<file path="src/hw/rtl/cvsd_pkg.sv">
// Shared types, widths and constants of the CVSD encoder.
`default_nettype none

package cvsd_pkg;

	localparam int SAMPLE_W = 16;
	localparam int STEP_W   = 24;
	localparam int RECON_W  = 27;
	localparam int DECAY_W  = 16;
	localparam int HIST_W   = 3;
	localparam int CNT_W    = 3;
	localparam int BYTE_W   = 8;
	localparam int SCALE_SH = 9;
	localparam int APB_ADDR_W = 4;
	localparam int APB_DATA_W = 32;

	localparam logic [DECAY_W-1:0] DECAY_RESET = 16'd64722;
	localparam logic [STEP_W-1:0]  INCR_RESET  = 24'd20841;
	localparam logic [HIST_W-1:0]  HIST_RESET  = 3'b101;
	localparam logic [HIST_W-1:0]  HIST_ZEROS  = 3'b000;
	localparam logic [HIST_W-1:0]  HIST_ONES   = 3'b111;
	localparam logic [STEP_W-1:0]  STEP_MAX    = 24'hFFFFFF;
	localparam logic [CNT_W-1:0]   CNT_LAST    = 3'd7;
	localparam logic signed [RECON_W:0] RECON_HI = 28'sd33554432;
	localparam logic signed [RECON_W:0] RECON_LO = -28'sd33554432;

	// Register map, by word index
	typedef enum logic [1:0] {
		REG_DECAY = 2'd0,
		REG_INCR  = 2'd1,
		REG_ORDER = 2'd2
	} reg_idx_t;

	typedef struct packed {
		logic [DECAY_W-1:0] decay_factor;
		logic [STEP_W-1:0]  step_increment;
		logic               msb_first;
	} cfg_t;

	typedef struct packed {
		logic              code_bit;
		logic              byte_valid;
		logic [BYTE_W-1:0] packed_byte;
		logic [STEP_W-1:0] step_now;
	} res_t;

endpackage

`default_nettype wire

</file>
<file path="src/hw/rtl/cvsd_ifs.sv">
// Valid/ready channel interfaces for samples in and codes out.
`default_nettype none

interface cvsd_in_if;
	logic                                  valid;
	logic                                  ready;
	logic signed [cvsd_pkg::SAMPLE_W-1:0]  sample;
	logic                                  flush;

	modport source (output valid, output sample, output flush, input ready);
	modport sink   (input valid, input sample, input flush, output ready);
endinterface

interface cvsd_out_if;
	logic                              valid;
	logic                              ready;
	logic                              code_bit;
	logic                              byte_valid;
	logic [cvsd_pkg::BYTE_W-1:0]       packed_byte;
	logic [cvsd_pkg::STEP_W-1:0]       step_now;

	modport source (output valid, output code_bit, output byte_valid,
		output packed_byte, output step_now, input ready);
	modport sink   (input valid, input code_bit, input byte_valid,
		input packed_byte, input step_now, output ready);
endinterface

`default_nettype wire

</file>
<file path="src/hw/rtl/cvsd_encoder_core.sv">
// Top level of the CVSD encoder: channels, APB registers, input and result stages.
//
//   channel   dir  handshake        payload
//   samples   in   valid / ready    sample[15:0] signed, flush
//   codes     out  valid / ready    code_bit, byte_valid, packed_byte[7:0], step_now[23:0]
//   apb       in   psel / penable   paddr[3:0], pwdata[31:0], prdata[31:0], pready = 1
//
// One word per cycle while codes.ready holds; words pass stage 1, then the result stage.
// The whole encoder update (24x16 step multiply, increment, integrate, pack) runs
// combinationally between the stage 1 register and the result register.
// Reset sets the encoder state and the APB registers to their defaults and clears the valid bits.
// A stalled result holds in its register; stage 1 still takes one more word meanwhile.
`default_nettype none

module cvsd_encoder_core (
	input  wire                                     clk,
	input  wire                                     arst_n,
	cvsd_in_if.sink                                 samples,
	cvsd_out_if.source                              codes,
	input  wire                                     psel,
	input  wire                                     penable,
	input  wire                                     pwrite,
	input  wire  [cvsd_pkg::APB_ADDR_W-1:0]         paddr,
	input  wire  [cvsd_pkg::APB_DATA_W-1:0]         pwdata,
	output logic [cvsd_pkg::APB_DATA_W-1:0]         prdata,
	output logic                                    pready
);

	cvsd_pkg::cfg_t     cfg_q;
	cvsd_pkg::reg_idx_t reg_idx;
	logic               wr_en;

	logic                                  valid_s1;
	logic signed [cvsd_pkg::SAMPLE_W-1:0]  sample_s1;
	logic                                  flush_s1;
	logic                                  valid_s2;
	cvsd_pkg::res_t                        res_s2;
	cvsd_pkg::res_t                        res_c;
	logic                                  adv;
	logic                                  accept;

	// APB register file
	assign pready  = 1'b1;
	assign wr_en   = psel && penable && pwrite;
	assign reg_idx = cvsd_pkg::reg_idx_t'(paddr[3:2]);

	always_ff @(posedge clk or negedge arst_n) begin
		if (!arst_n) begin
			cfg_q.decay_factor   <= cvsd_pkg::DECAY_RESET;
			cfg_q.step_increment <= cvsd_pkg::INCR_RESET;
			cfg_q.msb_first      <= 1'b0;
		end else if (wr_en) begin
			case (reg_idx)
				cvsd_pkg::REG_DECAY: cfg_q.decay_factor   <= pwdata[cvsd_pkg::DECAY_W-1:0];
				cvsd_pkg::REG_INCR:  cfg_q.step_increment <= pwdata[cvsd_pkg::STEP_W-1:0];
				cvsd_pkg::REG_ORDER: cfg_q.msb_first      <= pwdata[0];
				default: ;
			endcase
		end
	end

	always_comb begin
		case (reg_idx)
			cvsd_pkg::REG_DECAY: prdata = {{(cvsd_pkg::APB_DATA_W - cvsd_pkg::DECAY_W){1'b0}},
				cfg_q.decay_factor};
			cvsd_pkg::REG_INCR:  prdata = {{(cvsd_pkg::APB_DATA_W - cvsd_pkg::STEP_W){1'b0}},
				cfg_q.step_increment};
			cvsd_pkg::REG_ORDER: prdata = {{(cvsd_pkg::APB_DATA_W - 1){1'b0}}, cfg_q.msb_first};
			default:             prdata = '0;
		endcase
	end

	// Handshake: stage 1 moves on when the result register is free or being drained
	assign adv           = valid_s1 && (!valid_s2 || codes.ready);
	assign samples.ready = !valid_s1 || adv;
	assign accept        = samples.valid && samples.ready;

	always_ff @(posedge clk or negedge arst_n) begin
		if (!arst_n) begin
			valid_s1 <= 1'b0;
			valid_s2 <= 1'b0;
		end else begin
			if (accept) begin
				valid_s1 <= 1'b1;
			end else if (adv) begin
				valid_s1 <= 1'b0;
			end
			if (adv) begin
				valid_s2 <= 1'b1;
			end else if (codes.ready) begin
				valid_s2 <= 1'b0;
			end
		end
	end

	// Stage 1 input word
	always_ff @(posedge clk) begin
		if (accept) begin
			sample_s1 <= samples.sample;
			flush_s1  <= samples.flush;
		end
	end

	// Encoder update
	cvsd_datapath u_dp (
		.clk    (clk),
		.arst_n (arst_n),
		.cfg    (cfg_q),
		.adv    (adv),
		.sample (sample_s1),
		.flush  (flush_s1),
		.res    (res_c)
	);

	// Result register
	always_ff @(posedge clk) begin
		if (adv) begin
			res_s2 <= res_c;
		end
	end

	assign codes.valid       = valid_s2;
	assign codes.code_bit    = res_s2.code_bit;
	assign codes.byte_valid  = res_s2.byte_valid;
	assign codes.packed_byte = res_s2.packed_byte;
	assign codes.step_now    = res_s2.step_now;

endmodule

`default_nettype wire

</file>
<file path="src/hw/rtl/cvsd_datapath.sv">
// Encoder state and the single-pass update: compare, step adapt, integrate, pack, or flush a partial byte.
`default_nettype none

module cvsd_datapath (
	input  wire                                   clk,
	input  wire                                   arst_n,
	input  wire cvsd_pkg::cfg_t                   cfg,
	input  wire                                   adv,
	input  wire logic signed [cvsd_pkg::SAMPLE_W-1:0] sample,
	input  wire                                   flush,
	output cvsd_pkg::res_t                        res
);

	localparam int RW = cvsd_pkg::RECON_W;
	localparam int SW = cvsd_pkg::STEP_W;
	localparam int DW = cvsd_pkg::DECAY_W;
	localparam int PW = SW + DW;

	// State
	logic [cvsd_pkg::HIST_W-1:0]  hist_q;
	logic [SW-1:0]                step_q;
	logic signed [RW-1:0]         recon_q;
	logic [cvsd_pkg::BYTE_W-1:0]  pack_q;
	logic [cvsd_pkg::CNT_W-1:0]   cnt_q;

	logic [cvsd_pkg::HIST_W-1:0]  hist_n;
	logic [SW-1:0]                step_n;
	logic signed [RW-1:0]         recon_n;
	logic [cvsd_pkg::BYTE_W-1:0]  pack_n;
	logic [cvsd_pkg::CNT_W-1:0]   cnt_n;

	logic signed [RW-1:0]         smp_ext;
	logic                         bit_c;
	logic [cvsd_pkg::HIST_W-1:0]  hist_c;
	logic [PW-1:0]                prod;
	logic [SW-1:0]                decayed;
	logic [SW:0]                  grown;
	logic [SW-1:0]                step_c;
	logic signed [RW:0]           recon_ext;
	logic signed [RW:0]           step_ext;
	logic signed [RW:0]           recon_sum;
	logic signed [RW-1:0]         recon_c;
	logic [cvsd_pkg::CNT_W-1:0]   pos;
	logic [cvsd_pkg::BYTE_W-1:0]  pack_or;

	// Compare sample (scaled to Q2.24) with the reconstruction
	assign smp_ext = {
		{(RW - cvsd_pkg::SAMPLE_W - cvsd_pkg::SCALE_SH){sample[cvsd_pkg::SAMPLE_W-1]}},
		sample, {cvsd_pkg::SCALE_SH{1'b0}}};
	assign bit_c  = (smp_ext > recon_q);
	assign hist_c = {hist_q[cvsd_pkg::HIST_W-2:0], bit_c};

	// Step decay, then growth on a run of three equal bits
	assign prod    = {{DW{1'b0}}, step_q} * {{SW{1'b0}}, cfg.decay_factor};
	assign decayed = prod[PW-1:DW];
	assign grown   = {1'b0, decayed} + {1'b0, cfg.step_increment};

	always_comb begin
		if (hist_c == cvsd_pkg::HIST_ZEROS || hist_c == cvsd_pkg::HIST_ONES) begin
			step_c = grown[SW] ? cvsd_pkg::STEP_MAX : grown[SW-1:0];
		end else begin
			step_c = decayed;
		end
	end

	// Integrator with clamp to +/-2.0
	assign recon_ext = {recon_q[RW-1], recon_q};
	assign step_ext  = {{(RW + 1 - SW){1'b0}}, step_c};
	assign recon_sum = bit_c ? (recon_ext + step_ext) : (recon_ext - step_ext);

	always_comb begin
		if (recon_sum > cvsd_pkg::RECON_HI) begin
			recon_c = cvsd_pkg::RECON_HI[RW-1:0];
		end else if (recon_sum < cvsd_pkg::RECON_LO) begin
			recon_c = cvsd_pkg::RECON_LO[RW-1:0];
		end else begin
			recon_c = recon_sum[RW-1:0];
		end
	end

	// Bit position in the byte under construction
	assign pos     = cfg.msb_first ? (cvsd_pkg::CNT_LAST - cnt_q) : cnt_q;
	assign pack_or = pack_q | ({{(cvsd_pkg::BYTE_W-1){1'b0}}, bit_c} << pos);

	// Next state and result word
	always_comb begin
		hist_n  = hist_q;
		step_n  = step_q;
		recon_n = recon_q;
		pack_n  = pack_q;
		cnt_n   = cnt_q;
		res     = '0;
		if (flush) begin
			res.step_now = step_q;
			if (cnt_q != '0) begin
				res.byte_valid  = 1'b1;
				res.packed_byte = pack_q;
			end
			pack_n = '0;
			cnt_n  = '0;
		end else begin
			hist_n       = hist_c;
			step_n       = step_c;
			recon_n      = recon_c;
			res.code_bit = bit_c;
			res.step_now = step_c;
			if (cnt_q == cvsd_pkg::CNT_LAST) begin
				res.byte_valid  = 1'b1;
				res.packed_byte = pack_or;
				pack_n          = '0;
				cnt_n           = '0;
			end else begin
				pack_n = pack_or;
				cnt_n  = cnt_q + 1'b1;
			end
		end
	end

	// State registers, updated when a word leaves stage 1
	always_ff @(posedge clk or negedge arst_n) begin
		if (!arst_n) begin
			hist_q  <= cvsd_pkg::HIST_RESET;
			step_q  <= '0;
			recon_q <= '0;
			pack_q  <= '0;
			cnt_q   <= '0;
		end else if (adv) begin
			hist_q  <= hist_n;
			step_q  <= step_n;
			recon_q <= recon_n;
			pack_q  <= pack_n;
			cnt_q   <= cnt_n;
		end
	end

endmodule

`default_nettype wire

</file>
<file path="src/flat_wrapper.sv">
// flat-port wrapper written by rule: the top's interface ports become plain ports
module cvsd_encoder_core_flat 
  (clk, arst_n, psel, penable, pwrite, paddr, pwdata, prdata, pready, samples_valid, samples_sample, samples_flush, samples_ready, codes_valid, codes_code_bit, codes_byte_valid, codes_packed_byte, codes_step_now, codes_ready);
  cvsd_in_if samples_i ();
  cvsd_out_if codes_i ();
  input  wire clk;
  input  wire arst_n;
  input  wire psel;
  input  wire penable;
  input  wire pwrite;
  input  wire  [cvsd_pkg::APB_ADDR_W-1:0] paddr;
  input  wire  [cvsd_pkg::APB_DATA_W-1:0] pwdata;
  output logic [cvsd_pkg::APB_DATA_W-1:0] prdata;
  output logic pready;
  input wire logic [$bits(samples_i.valid)-1:0] samples_valid;
  input wire logic [$bits(samples_i.sample)-1:0] samples_sample;
  input wire logic [$bits(samples_i.flush)-1:0] samples_flush;
  output wire logic [$bits(samples_i.ready)-1:0] samples_ready;
  output wire logic [$bits(codes_i.valid)-1:0] codes_valid;
  output wire logic [$bits(codes_i.code_bit)-1:0] codes_code_bit;
  output wire logic [$bits(codes_i.byte_valid)-1:0] codes_byte_valid;
  output wire logic [$bits(codes_i.packed_byte)-1:0] codes_packed_byte;
  output wire logic [$bits(codes_i.step_now)-1:0] codes_step_now;
  input wire logic [$bits(codes_i.ready)-1:0] codes_ready;
  assign samples_i.valid = samples_valid;
  assign samples_i.sample = samples_sample;
  assign samples_i.flush = samples_flush;
  assign samples_ready = samples_i.ready;
  assign codes_valid = codes_i.valid;
  assign codes_code_bit = codes_i.code_bit;
  assign codes_byte_valid = codes_i.byte_valid;
  assign codes_packed_byte = codes_i.packed_byte;
  assign codes_step_now = codes_i.step_now;
  assign codes_i.ready = codes_ready;
  cvsd_encoder_core u_core (.clk(clk), .arst_n(arst_n), .samples(samples_i), .codes(codes_i), .psel(psel), .penable(penable), .pwrite(pwrite), .paddr(paddr), .pwdata(pwdata), .prdata(prdata), .pready(pready));
endmodule
</file>
<file path="config.mk">
export PLATFORM = sky130hd
export DESIGN_NAME = cvsd_encoder_core_flat
export DESIGN_NICKNAME = d
export VERILOG_FILES = /design/src/hw/rtl/cvsd_pkg.sv /design/src/hw/rtl/cvsd_ifs.sv /design/src/hw/rtl/cvsd_encoder_core.sv /design/src/hw/rtl/cvsd_datapath.sv /design/src/flat_wrapper.sv
export SDC_FILE = /design/constraint.sdc
export NUM_CORES = 1
export LEC_CHECK = 0
export BUFFER_PORTS_ARGS = -buffer_cell sky130_fd_sc_hd__buf_2
export CORE_MARGIN = 2
export CORE_UTILIZATION = 45
export CTS_CLUSTER_SIZE = 24
export DETAILED_ROUTE_END_ITERATION = 10
export GPL_TIMING_DRIVEN = 0
export PLACE_DENSITY = 0.68
export SYNTH_ARGS = -nofsm -noshare
export SYNTH_HDL_FRONTEND = slang
export SYNTH_SLANG_ARGS = --single-unit
</file>
<file path="constraint.sdc">
create_clock -name clk -period 11.8 [get_ports clk]
set_clock_uncertainty 0.1 [all_clocks]
set_input_delay 0.59 -clock clk [delete_from_list [all_inputs] [get_ports clk]]
set_output_delay 0.59 -clock clk [all_outputs]
set_load 0.01 [all_outputs]
</file>
# Yosys cells after proc, flatten, opt, wreduce, memory -nomap -nowiden
# Index checks and enable logic that the tools add are counted.
# Widths: inputs -> output; s select.
# word_totals
register_bits	158
wordCells	68
in_bits	60
# classes
reduce_logical	18
n_eq_ne	4
shifts	1
mux	18
order_cmp	3
n_addsub	5
n_bitwise	2
n_mul	1
# op_table
operator	n
$pmux 24 s3	1
$mux 27	2
$mux 24	2
$mul 24x16->40	1
$mux 33	1
$add 27x25->28	1
$gt 28x27->1 const B	1
$lt 28x26->1 const B	1
$mux 28	1
$sub 27x25->28	1
$gt 25x27->1	1
$add 24x24->25	1
$mux 9	2
$mux 8	2
$mux 3	3
$or 8x8->8	1
$reduce_and 2->1	4
$shl 1x3->8	1
$eq 3x3->1 const B	2
$logic_and 1x1->1	4
$mux 1	4
$reduce_bool 2->1	2
$add 3x1->3 const B	1
$logic_not 3->1	1
other kinds (8)	11

# Longest topological paths before layout
# Gate-level depths: netlist (run 1).
# depth
word_depth	9
depth_mapped	53
ltp_nobuf	49

# Hierarchy
# From an unflattened synthesis (run 1), not the netlist that was laid out.
# hier_totals
cells_unflattened	2727
area_unflattened_um2	23969.2
# by_module_without_submodules
mod	area_per_inst_um2	n_inst	seq_area_each_um2	cells_per_inst
cvsd_datapath	20372.0	1	1602.8	2522
cvsd_encoder_core	3597.2	1	2628.8	205

# Worst setup path after synthesis (run 1)
# Ideal clock, no wire load.
# synth_timing
path_kind	register -> register
start	reg u_core.cfg_q[32] (netlist bit)
end	reg u_core.u_dp.recon_q[17]
synth_period_minus_slack_ns	12.231
path_buffers	6
path_stages_with_launch	49
required_ns	11.632
setup_slack_ns	-0.431
arrival_time_ns	12.063
cell_sequence	dfstp_2 > clkbuf_1 > clkbuf_1 > nand2_1 > fa_1 > inv_1 > fa_1 > fa_1 > fa_1 > fa_1 > inv_1 > fa_1 > inv_1 > ha_1 > clkbuf_1 > a21oi_2 > nand3_1 > a311o_1 > [... 13 more ...] > nand2_1 > o21ai_0 > inv_1 > ha_1 > nor2b_1 > o31a_1 > o21a_1 > nor2_1 > xnor2_1 > or4_1 > or4_1 > a2111oi_0 > or4b_1 > o31ai_1 > nand3_1 > mux2i_2 > buf_6 > a32o_1
# synth_via
elab_chain_len	9
# synth_rtl
item	line_no	source
from (decl)	cvsd_encoder_core.sv:29	cvsd_pkg::cfg_t cfg_q;
$mul 24x16->40 (*)	cvsd_datapath.sv:54	assign prod = {{DW{1'b0}}, step_q} * {{SW{1'b0}}, cfg.decay_factor};
$add 24x24->25	cvsd_datapath.sv:56	assign grown = {1'b0, decayed} + {1'b0, cfg.step_increment};
$mux 24	cvsd_datapath.sv:60	step_c = grown[SW] ? cvsd_pkg::STEP_MAX : grown[SW-1:0];
$mux 24 (*)	cvsd_datapath.sv:59	if (hist_c == cvsd_pkg::HIST_ZEROS || hist_c == cvsd_pkg::HIST_ONES) begin
$sub 27x25->28 / $add 27x25->28 (equally long branches)	cvsd_datapath.sv:69	assign recon_sum = bit_c ? (recon_ext + step_ext) : (recon_ext - step_ext);
$mux 28 (*)	cvsd_datapath.sv:69	
$lt 28x26->1	cvsd_datapath.sv:74	end else if (recon_sum < cvsd_pkg::RECON_LO) begin
$mux 27	cvsd_datapath.sv:74	
$mux 27 (*)	cvsd_datapath.sv:72	if (recon_sum > cvsd_pkg::RECON_HI) begin
to (signal assigned)	cvsd_datapath.sv:130	recon_q <= recon_n;
to (decl)	cvsd_datapath.sv:22	logic signed [RW-1:0] recon_q;
# Every way passes the cells marked *; elsewhere a longest branch is shown, timed or not.
# A chain may end at the register's enable or synchronous reset.

# Worst setup path after layout (run 1)
# layout_timing
start	reg u_core.cfg_q[35] (netlist bit)
end	reg u_core.u_dp.recon_q[17]
# Same word-level chain as after synthesis.

==> results of run 1 <==
area by class of cell:
cell class | count | area (um2) | area share
multi-input combinational | 1924 | 18350 | 0.6528
sequential | 158 | 4267 | 0.1518
timing repair buffer | 242 | 1640 | 0.05836
inverter | 396 | 1486 | 0.05288
buffer | 110 | 917.1 | 0.03263
tap | 680 | 850.8 | 0.03027
clock buffer | 18 | 429.2 | 0.01527
clock inverter | 14 | 166.4 | 0.005920
antenna | 1 | 2.502 | 0.00008903
what timing repair did:
item	CTS	global route
resized for setup	337	139
pin swaps	77	70
gates cloned	3	0
buffers inserted	88	40
endpoints found under the setup margin	27	27
hold buffers	0	0
flip-flops by register name, summed over array words and instances (netlist names), 2 cells and up:
name and flops:
u_core.cfg_q 41, u_core.u_dp.recon_q 27, u_core.codes.step_now 24, u_core.u_dp.step_q 24
u_core.sample_s1 16, u_core.codes.packed_byte 8, u_core.u_dp.pack_q 8, u_core.u_dp.cnt_q 3
u_core.u_dp.hist_q 2
per-layer routing:
layer / GRT usage / vias up / share of wire / wire length (um)
met1: 0.4132 / 10390 / 0.40 / 32350
met4: 0.1224 / 0 / 0.041 / 3341
met5: 0 / - / 0 / 0
met2: 0.4771 / 1036 / 0.45 / 36550
li1: - / 8985 / - / -
met3: 0.07473 / 206 / 0.11 / 8540
cells by family after synthesis:
group,after synthesis
compound gates,446
mux,72
fa+ha+maj,489
simple gates,828
xor+xnor,80
other cells,2
buf+inv,530
flops,158
cells in the final DEF, fill, tap and decap left out, drive strengths merged, types with 15 or more instances in the layout:
cell	n
xnor2	50
o21a	20
mux2	50
and2	165
fa	307
inv	405
dfstp	18
o211ai	15
ha	182
nor2	93
clkbuf	103
nand2	396
mux2i	22
xor2	29
dfrtp	89
edfxtp	51
and3	17
a22o	21
a21o	37
nand3	40
a21oi	111
nor3	33
o21ai	110
buf	267
stage by stage:
| stage | instances | TNS [ps] |
|---|---|---|
| global placement | 3401 | -77960 |
| detailed placement | 3402 | -79960 |
| CTS | 3502 | -14900 |
| global route | 3542 | -21620 |
| finish | 3543 | -16460 |
| floorplan | 2612 | 0 |
worst max path at each step:
stage                                         end              startpoint  slack [ps]  depth (start not counted)
final                     u_core.u_dp.recon_q[17]        u_core.cfg_q[35]        -780                         44
after global routing      u_core.u_dp.recon_q[17]        u_core.cfg_q[34]        -970                         47
after CTS                 u_core.u_dp.recon_q[17]        u_core.cfg_q[35]        -710                         42
after detailed placement   u_core.u_dp.recon_q[0]  u_core.u_dp.step_q[17]       -3150                         47
after global placement    u_core.u_dp.recon_q[16]        u_core.cfg_q[33]       -3100                         47
after floorplan           u_core.u_dp.recon_q[17]        u_core.cfg_q[32]           6                         48
==> impl_metrics.yaml, run 1 <==
run_status:
  status: "finished, violations left"
  violations: "negative setup slack"
sta:
  period_share: 1.066
  layout_setup_ws_ps: -780.2
  rsz0062_at_grt: "true"
  tightest_slew_ps: 1132
  max_slew_margin: 0.2392
  fin_crit_ps: 12580
  finalHoldViolCount: 0
  whs_ps: 27.37
  drv_slew: 0
  fmax_mhz: 79.49
  setup_violations: 25
floorplanning:
  fp.coreArea_um2: 51090
  die_w_um: 230.8
  num_rows: 83
  io_pins: 129
  initial_core_util: 0.4531
  die_h_um: 230.8
  fp.dieArea_um2: 53280
clock_tree:
  cts_tree: "yes"
  cts-htree-levels: 4
  clock_sinks: 158
  clock_insertion_delay_worst_skew_ps: 460
  root_buffer: "clkbuf_16"
  clk_pin_slew_ps: 70
  numCtsBuffers: 17
  cts_buffer_depth: 2
finish:
  final_cell_area_um2: 28110
  fillerInstances: 4526
  final_nets: 3398
  syn_to_final_growth_pct: 21.41
  drive_gt1_frac: 0.2369
  post-route-util: 0.5501
yosys:
  synth_top_area_frac: 0.2655
  syn_avg_cell_area_um2: 8.887
  ys_seq_area_frac: 0.1828
  synth_top_family_by_area: "adder cells"
  mappedNetlistArea_um2: 23150
  ys_async_sr_fraction: 0.6772
  ys.flop_type: "dfrtp_1"
  synthTopCellsByArea: "fa_1 27%, ha_1 9.8%, dfrtp_1 9.6%, edfxtp_1 6.6%, inv_1 6.4%"
  yosysTopAreaCell: "fa_1"
  synthXorXnorAreaFrac: 0.03091
  ys_warn_count: 0
  ys_top_cells_by_count: "396 x inv_1, 396 x nand2_1, 307 x fa_1"
  ys_seq_elements: 158
  synth_cells: 2605
  yosys.area_share.simple: 0.1714
  synth.area.mux_share: 0.03470
  synth_edf_count: 51
  synth-compound-area-share: 0.1274
  synth_fa_ha_area_frac: 0.3638
  yosysUniqueCellTypes: 92
global_routing:
  grt_pass1_wl_um: 124100
  grt_pass1_vias: 21090
  antenna_found_initial: 4
  overflow: 0
  grt_usage: 0.3073
  grt_max_degree: 70
route:
  num_vias: 20610
  drt-initial-drc-count: 2129
  wl_per_cell_um: 22.80
  via_per_inst: 5.818
  antenna_left: 0
  wl_um: 80790
  drc: 0
  dr.pass1.iters: 8
placement:
  place_area_um2: 24660
  gp_congestion: 0.9549
  pre_cts_ws_ps: -3154
  io_buffers: 109
  dp_hpwl_um: 61530
worst_setup_path:
  slowest_delay_ps: 680
  cp_data_arrival_time_ps: 12860
  rrSetupSlack_ps: -780
  r2r_start: "u_core.cfg_q[35]"
  cp_top_family: "adder cells"
  required_ps: 12080
  rr_worst_depth: 44
  reg2reg_to: "u_core.u_dp.recon_q[17]"
  slowest_stage: "dfstp_2"
  worst_setup_path_start_kind: "register"
  cp_num_buf_inv: 7
  path_class: "reg2reg"
  end_kind: "register"
  cp_max_fo: 6
  cpMostUsedCell: "fa_1"
job:
  drv_cap: 0
min_path:
  hold_path_class: "in2async"
Power of run 1 is not shown: default switching activity piles up to over one toggle a cycle in this logic, so the estimate is an artifact.
==> inputs of run 2 (changes only) <==
MAX_ROUTING_LAYER = met4   (was unset)
==> run 2 against run 1 <==
  * The flow still finishes with violations (negative setup slack)
  * Register-to-register slack got worse by 50 ps
  * Final area rose by 1.2%
  * Worst setup slack got worse by 46 ps
  * Critical path type unchanged
  * Critical endpoint unchanged
  * Largest cell class unchanged
  * Highest routed layer unchanged
==> impl_metrics.yaml, run 2 (synthesized netlist as in run 1, its figures left out) <==
run_status:
  violations: "negative setup slack"
  status: "finished, violations left"
sta:
  finalHoldViolCount: 0
  fin_crit_ps: 12630
  period_share: 1.070
  rsz0062_at_grt: "true"
  layout_setup_ws_ps: -826.6
  tns_ps: -17350
  fmax_mhz: 79.20
  setup_violations: 25
  tightest_slew_ps: 1093
  max_slew_margin: 0.2655
  drv_slew: 0
global_routing:
  grt_pass1_wl_um: 122700
  antenna_found_initial: 2
  grt_max_degree: 69
  grt_usage: 0.3139
  overflow: 0
  grt_pass1_vias: 20760
job:
  drv_cap: 0
worst_setup_path:
  rr_worst_depth: 44
  cp_max_fo: 7
  required_ps: 12080
  cp_top_family: "adder cells"
  cp_data_arrival_time_ps: 12910
  cp-startpoint: "u_core.cfg_q[40]"
  slowest_stage: "dfstp_2"
  reg2reg_to: "u_core.u_dp.recon_q[17]"
  slowest_delay_ps: 690
  cpMostUsedCell: "fa_1"
  worst_setup_path_start_kind: "register"
  r2r_start: "u_core.cfg_q[40]"
  rrSetupSlack_ps: -830
  end_kind: "register"
  cp_num_buf_inv: 9
  path_class: "reg2reg"
clock_tree:
  root_buffer: "clkbuf_16"
  numCtsBuffers: 17
  cts_hold_buf: 0
  cts_tree: "yes"
  cts-htree-levels: 4
  clock_sinks: 158
  cts_buffer_depth: 2
  clk_pin_slew_ps: 70
  clock_insertion_delay_worst_skew_ps: 460
route:
  drt-initial-drc-count: 1952
  wl_um: 81030
  wl_per_cell_um: 22.62
  via_per_inst: 5.751
  num_vias: 20600
  antenna_left: 0
  drc: 0
  dr.pass1.iters: 7
placement:
  gp_congestion: 1.014
  dp_hpwl_um: 61510
  pre_cts_ws_ps: -3171
  io_buffers: 109
finish:
  post-route-util: 0.5570
  layout_common_cells: "381 x nand2_1, 375 x inv_1, 286 x fa_1"
  regMostFlops: "u_core.cfg_q"
  largest_register_ffs: 41
  drive_gt1_frac: 0.2523
  syn_to_final_growth_pct: 22.92
  final_nets: 3437
  reg_top3: "u_core.cfg_q x41, u_core.u_dp.recon_q x27"
  final_common_cell: "nand2_1"
floorplanning:
  initial_core_util: 0.4531
  fp.coreArea_um2: 51090
  die_h_um: 230.8
  num_rows: 83
  fp.dieArea_um2: 53280
  io_pins: 129
  die_w_um: 230.8
min_path:
  hold_path_class: "in2async"
run 2: final cells by class:
| type | instances | area (um2) |
|---|---|---|
| clock buffer | 17 | 425.4 |
| antenna | 1 | 2.502 |
| clock inverter | 15 | 145.1 |
| multi-input combinational | 1924 | 18370 |
| tap | 680 | 850.8 |
| fill | 4558 | 22640 |
| sequential | 158 | 4267 |
| timing repair buffer | 282 | 1964 |
| buffer | 109 | 945.9 |
| inverter | 396 | 1486 |
run 2: per-stage QoR:
step,cells,hold WS [ps],area (um2)
floorplan,2612,194.4,23240
global route,3582,57.62,28460
CTS,3503,38.14,27100
finish,3582,32.47,28460
detailed placement,3402,389.7,24660
global placement,3401,369.5,24630
run 2: worst max-delay path by stage:
stage,end,slack [ps],depth (start not counted)
2_1_floorplan,u_core.u_dp.recon_q[17],6,48
3_3_place_gp,u_core.u_dp.recon_q[11],-3140,46
3_5_place_dp,u_core.u_dp.recon_q[11],-3170,47
4_1_cts,u_core.u_dp.recon_q[17],-580,42
5_1_grt,u_core.u_dp.recon_q[17],-1020,45
6_report,u_core.u_dp.recon_q[17],-830,44
run 2: timing repair:
| item | CTS | global route |
|---|---|---|
| hold endpoints to repair | 0 | 0 |
| gates cloned | 2 | 1 |
| setup buffers | 90 | 79 |
| endpoints found under the setup margin | 27 | 27 |
| gates resized for setup | 313 | 203 |
| pin swaps | 53 | 123 |
run 2: per-layer routing:
metal  GRT usage  up-vias  part of all wire
met5           -        -                 0
met1      0.4111    10280              0.40
met3     0.07263      199              0.10
li1            -     9051                 -
met4      0.1081        0             0.040
met2      0.4792     1074              0.46
Power of run 2 is left out for the same reason.
